<file path="src/hdl/mrc_pkg.sv">
// shared types, constants and the helper function of the region counter
`default_nettype none

package mrc_pkg;

  localparam int unsigned WORD_W      = 32;
  localparam int unsigned STATE_W     = 64;
  localparam int unsigned STREAM_W    = 63;
  localparam int unsigned COUNT_W     = 40;
  localparam int unsigned CFG_DATA_W  = 64;
  localparam int unsigned CFG_INDEX_W = 3;
  localparam int unsigned PIPE_DEPTH  = 7;

  // pcg32 multiplier split into 32-bit halves
  localparam logic [WORD_W-1:0] MULT_LO = 32'h4C95_7F2D;
  localparam logic [WORD_W-1:0] MULT_HI = 32'h5851_F42D;

  // register defaults
  localparam logic [STATE_W-1:0]  SEED_RST     = 64'd42;
  localparam logic [STREAM_W-1:0] X_STREAM_RST = 63'd430;
  localparam logic [STREAM_W-1:0] Y_STREAM_RST = 63'd431;
  localparam logic [WORD_W-1:0]   RADIUS_RST   = 32'd0;
  localparam logic [COUNT_W-1:0]  SAMPLES_RST  = 40'd1;

  // generator pre-state (seed plus increment) for the default registers
  localparam logic [STATE_W-1:0] X_PRE_RST = SEED_RST + {X_STREAM_RST, 1'b1};
  localparam logic [STATE_W-1:0] Y_PRE_RST = SEED_RST + {Y_STREAM_RST, 1'b1};

  typedef enum logic [CFG_INDEX_W-1:0] {
    REG_RNG_SEED     = 3'd0,
    REG_X_STREAM     = 3'd1,
    REG_Y_STREAM     = 3'd2,
    REG_RADIUS       = 3'd3,
    REG_SAMPLE_COUNT = 3'd4
  } cfg_reg_t;

  // flags that travel with each word down the pipeline
  typedef struct packed {
    logic restart;
    logic take;
    logic done;
  } step_flags_t;

  // generator stage control
  typedef struct packed {
    logic adv_lo;
    logic restart_lo;
    logic take_lo;
    logic adv_hi;
    logic restart_hi;
    logic take_hi;
    logic adv_out;
  } pcg_ctl_t;

  // geometry stage control
  typedef struct packed {
    logic adv_prep;
    logic adv_sq;
    logic adv_cmp;
  } geo_ctl_t;

  // pcg32 xsh-rr output permutation of a generator state
  function automatic logic [WORD_W-1:0] xsh_rr(input logic [STATE_W-1:0] s);
    logic [STATE_W-1:0] mixed;
    logic [WORD_W-1:0]  sh;
    logic [4:0]         rot;
    logic [4:0]         lrot;
    mixed = s ^ (s >> 18);
    sh    = mixed[58:27];
    rot   = s[63:59];
    lrot  = ~rot + 5'd1;
    return (sh >> rot) | (sh << lrot);
  endfunction

endpackage

`default_nettype wire

</file>
<file path="src/hdl/mrc_pcg.sv">
// one pcg32 generator: low-half step, high-half step and output permutation
`default_nettype none

module mrc_pcg (
  input  logic                         clk,
  input  logic                         rst,
  input  logic [mrc_pkg::STATE_W-1:0]  pre_rst,
  input  logic [mrc_pkg::STREAM_W-1:0] stream_rst,
  input  logic [mrc_pkg::STATE_W-1:0]  seed,
  input  logic [mrc_pkg::STREAM_W-1:0] stream,
  input  mrc_pkg::pcg_ctl_t            ctl,
  output logic [mrc_pkg::WORD_W-1:0]   word
);
  import mrc_pkg::*;

  logic [WORD_W-1:0]  inc_lo;
  logic [WORD_W-1:0]  inc_hi;
  logic [STATE_W-1:0] pre;
  logic [WORD_W-1:0]  lo_sel;
  logic [WORD_W-1:0]  lo_inc;
  logic [STATE_W-1:0] lo_prod;
  logic [WORD_W-1:0]  lo_cross;
  logic [WORD_W-1:0]  hi_sel;
  logic [WORD_W-1:0]  hi_inc;
  logic [WORD_W-1:0]  hi_step;

  logic [WORD_W-1:0]  state_lo;
  logic [WORD_W-1:0]  inc_lo_pend;
  logic [WORD_W-1:0]  carry_hi;
  logic [WORD_W-1:0]  cross_hi;
  logic [WORD_W-1:0]  state_hi;
  logic [WORD_W-1:0]  inc_hi_pend;
  logic [WORD_W-1:0]  lo_cur;

  // increment and reseed pre-state from the live registers
  assign inc_lo = {stream[30:0], 1'b1};
  assign inc_hi = stream[62:31];
  assign pre    = seed + {stream, 1'b1};

  // the state register trails by one step; the increment owed to that step
  // is the one in force at the draw or reseed that left it there
  assign lo_inc = ctl.restart_lo ? inc_lo : inc_lo_pend;
  assign hi_inc = ctl.restart_hi ? inc_hi : inc_hi_pend;

  // low half: full 32x32 product gives the new low word and its carry
  assign lo_sel   = ctl.restart_lo ? pre[31:0] : state_lo;
  assign lo_prod  = STATE_W'(lo_sel) * STATE_W'(MULT_LO) + STATE_W'(lo_inc);
  assign lo_cross = lo_sel * MULT_HI;

  always_ff @(posedge clk) begin
    if (rst) begin
      state_lo <= pre_rst[31:0];
    end else if (ctl.adv_lo) begin
      state_lo <= ctl.take_lo ? lo_prod[31:0] : lo_sel;
    end
  end

  always_ff @(posedge clk) begin
    if (rst) begin
      inc_lo_pend <= {stream_rst[30:0], 1'b1};
    end else if (ctl.adv_lo && (ctl.take_lo || ctl.restart_lo)) begin
      inc_lo_pend <= inc_lo;
    end
  end

  always_ff @(posedge clk) begin
    if (ctl.adv_lo) begin
      carry_hi <= lo_prod[63:32];
      cross_hi <= lo_cross;
    end
  end

  // high half: stepped in the stage that follows the low half
  assign hi_sel  = ctl.restart_hi ? pre[63:32] : state_hi;
  assign hi_step = carry_hi + cross_hi + hi_inc + hi_sel * MULT_LO;

  always_ff @(posedge clk) begin
    if (rst) begin
      state_hi <= pre_rst[63:32];
    end else if (ctl.adv_hi) begin
      state_hi <= ctl.take_hi ? hi_step : hi_sel;
    end
  end

  always_ff @(posedge clk) begin
    if (rst) begin
      inc_hi_pend <= stream_rst[62:31];
    end else if (ctl.adv_hi && (ctl.take_hi || ctl.restart_hi)) begin
      inc_hi_pend <= inc_hi;
    end
  end

  always_ff @(posedge clk) begin
    if (ctl.adv_hi) begin
      lo_cur <= state_lo;
    end
  end

  // output permutation of the freshly stepped state
  always_ff @(posedge clk) begin
    if (ctl.adv_out) begin
      word <= xsh_rr({state_hi, lo_cur});
    end
  end

endmodule

`default_nettype wire

</file>
<file path="config.mk">
export PLATFORM = sky130hd
export DESIGN_NAME = mrc_pcg
export DESIGN_NICKNAME = d
export VERILOG_FILES = /design/src/hdl/mrc_pkg.sv /design/src/hdl/mrc_pcg.sv
export SDC_FILE = /design/constraint.sdc
export NUM_CORES = 2
export LEC_CHECK = 0
export ABC_AREA = 1
export BUFFER_PORTS_ARGS = -buffer_cell sky130_fd_sc_hd__buf_2
export CELL_PAD_IN_SITES_DETAIL_PLACEMENT = 1
export CELL_PAD_IN_SITES_GLOBAL_PLACEMENT = 2
export CORE_ASPECT_RATIO = 0.6
export CORE_MARGIN = 2
export CORE_UTILIZATION = 40
export DETAILED_ROUTE_END_ITERATION = 10
export HOLD_SLACK_MARGIN = 0.12
export PLACE_DENSITY_LB_ADDON = 0.25
export SLEW_MARGIN = 20
export SYNTH_ARGS = -nofsm -noshare
export SYNTH_HDL_FRONTEND = slang
export SYNTH_SLANG_ARGS = --single-unit
</file>
<file path="constraint.sdc">
create_clock -name clk -period 11.8 [get_ports clk]
set_input_delay 2.36 -clock clk [delete_from_list [all_inputs] [get_ports clk]]
set_output_delay 2.36 -clock clk [all_outputs]
set_load 0.01 [all_outputs]
</file>
==> results.sh <==
export IMPL_fin_ws_ps=407
export IMPL_yosysTopAreaCellShare=0.331
export IMPL_fp_dieH_um=294
export IMPL_reg2reg_slack_ps=3190
export IMPL_worstSetupEndpointType="register"
export IMPL_wirelength_um=264000
export IMPL_synth_area_per_cell_um2=8.48
export IMPL_max_freq_ghz=0.0878
export IMPL_cpPeakStageDelay_ps=560
export IMPL_ios=295
export IMPL_drive_above_1_share=0.102
export IMPL_clock_sinks=228
export IMPL_cts_max_level=1
export IMPL_fin_crit_sh=0.965
export IMPL_wl_per_cell_um=29.4
export IMPL_r2r_start="state_lo[6]"
export IMPL_synth_compound_area_frac=0.0899
export IMPL_initial_core_util=0.402
export IMPL_synth_simple_gate_area_frac=0.111
export IMPL_coreArea_um2=139000
export IMPL_r2r_end="carry_hi[16]"
export IMPL_drc=0
export IMPL_postCtsHoldBufs=0
export IMPL_post_synth_instance_area_um2=55900
export IMPL_async_flop_share=0
export IMPL_numCtsBuffers=30
export IMPL_critPathLaunchType="input pin"
export IMPL_postSynthCellCount=6592
export IMPL_final_cell_mix="inv_1, nand2_1, fa_1"
export IMPL_syn_nets=8572
export IMPL_outcome="completed"
export IMPL_synth_top_cell_by_area="fa_1"
export IMPL_vias=48400
export IMPL_crit_path_end="carry_hi[31]"
export IMPL_clock_latency_ps=700
export IMPL_synth_distinct_cells=53
export IMPL_antenna_found_initial=33
export IMPL_min_period_ps=11390
export IMPL_die_area_um2=143000
export IMPL_synth_fa_ha_area_frac=0.508
export IMPL_synth_area_mux_share=0.00161
export IMPL_maxSlewViolCount=0
export IMPL_grt_max_degree=75
export IMPL_synth_area_top_cells="fa_1, ha_1, inv_1, edfxtp_1, nand2_1"
export IMPL_cp_common_cell="fa_1"
export IMPL_finalSetupViolations=0
export IMPL_grt_pass1_vias=50300
export IMPL_overflow=0
export IMPL_routed_via_density=5.40
export IMPL_io_buffers=294
export IMPL_ant_nets=0
export IMPL_synth_seq_cells=228
export IMPL_path_max_fanout=4
export IMPL_gp_congestion=1.09
export IMPL_seq_area_frac_synth=0.122
export IMPL_cts_tree="yes"
export IMPL_synth_xor_area_share=0.0346
export IMPL_areaGrowthSynthToFinish_pct=12.1
export IMPL_mostFrequentLayoutCell="inv_1"
export IMPL_cts_buffer_depth=3
export IMPL_post_cts_repair_setup_buffers=0
export IMPL_dpl_hpwl_um=237000
export IMPL_dr_pass1_iters=6
export IMPL_synth_top_family_by_area="adder cells"
export IMPL_required_ps=12210
export IMPL_die_w_um=487
export IMPL_synth_edff_count=228
export IMPL_worstMarginPinSlew_ps=1230
export IMPL_cap_violations=0
export IMPL_yosysWarnings=0
export IMPL_grt_pass1_wl_um=372000
export IMPL_grt_usage=0.371
export IMPL_hold_viol=0
export IMPL_maxSlewHeadroom=0.169
export IMPL_cpMaxStageDelayCell="fa_1"
export IMPL_crit_arrival_ps=11800
export IMPL_finClkSkew_ps=63.9
export IMPL_rsz0062_at_grt="false"
export IMPL_hold_slack_ps=464
export IMPL_reg2regPathDepth=28
export IMPL_drt_initial_drc_count=5386
export IMPL_hp_class="reg2reg"
export IMPL_placementRows=106
export IMPL_place_ws_ps=-437
export IMPL_synth_top_flop_cell="edfxtp_1"
export IMPL_cts_root_buf="clkbuf_16"
export IMPL_nets=9064
export IMPL_crit_path_start="seed[0]"
export IMPL_clk_pin_slew_worst_paths_ps=60
export IMPL_path_class="in2reg"
worst min path at each step:
stage / cells after the start / to / slack [ps] / startpoint
2_1_floorplan: 0 / lo_cur[27] / 430 / state_lo[27]
3_3_place_gp: 0 / lo_cur[30] / 450 / state_lo[30]
3_5_place_dp: 0 / lo_cur[30] / 450 / state_lo[30]
4_1_cts: 0 / lo_cur[30] / 460 / state_lo[30]
5_1_grt: 0 / lo_cur[29] / 470 / state_lo[29]
6_report: 0 / lo_cur[30] / 460 / state_lo[30]
cell type report:
class | instances | area, um^2
fill | 16700 | 76300
tap | 1836 | 2300
multi-input combinational | 4394 | 41800
inverter | 1847 | 6930
antenna | 16 | 40.0
clock inverter | 20 | 289
timing repair buffer | 583 | 3740
clock buffer | 35 | 769
sequential | 228 | 6850
critical path, delay by kind of cell:
kind                     cells  cell delay (ps)
AND/OR/NAND/NOR              7             1500
adder cells (fa/ha/maj)     10             4900
buffers and inverters       10             1000
XOR/XNOR                     2              610
AO/OA/AOI/OAI                7             1400
per-layer routing:
layer,track usage,vias up,part of all wire
met4,0.0514,8,0.016
met5,0,-,0.00017
met2,0.458,2237,0.35
met1,0.585,24700,0.49
li1,-,21200,-
met3,0.162,180,0.14
repair_timing:
action	in CTS	in global routing
resized for setup	0	17
endpoints found under the hold margin	0	0
setup endpoints to repair	0	15
flip-flops by register name, indices dropped and copies added, names as in the netlist:
register,flops
carry_hi,32
cross_hi,32
inc_hi_pend,32
inc_lo_pend,31
lo_cur,5
state_hi,32
state_lo,32
word,32
cells in the mapped netlist (all sizes together) (15+ instances only):
master,n
inv,1843
nand2,1071
fa,924
ha,793
o21ai,493
nor2,248
a21oi,237
edfxtp,228
nand3,151
xor2,116
clkbuf,115
xnor2,105
a31oi,41
o211ai,29
or2,27
nor3,24
o21bai,21
a21boi,19
o221ai,19
a21o,15
stage by stage:
step	std cells	cell area, um^2	TNS (ps)	util
2_1_floorplan	6592	55900	0	-
3_3_place_gp	8888	61600	-2060	0.443
3_5_place_dp	8888	61600	-3160	0.443
4_1_cts	8943	62600	0	0.450
5_1_grt	8945	62700	0	0.451
6_report	8959	62700	0	0.451
cell families after synthesis:
kind of cell    count (synthesis)
xor+xnor                      221
mux                             9
buf+inv                      1970
flops                         228
simple gates                 1547
compound gates                900
fa+ha+maj                    1717
Power is left out: the tool's default activity adds up to more than one toggle a clock period on the data nets, which glitch-free logic cannot reach.
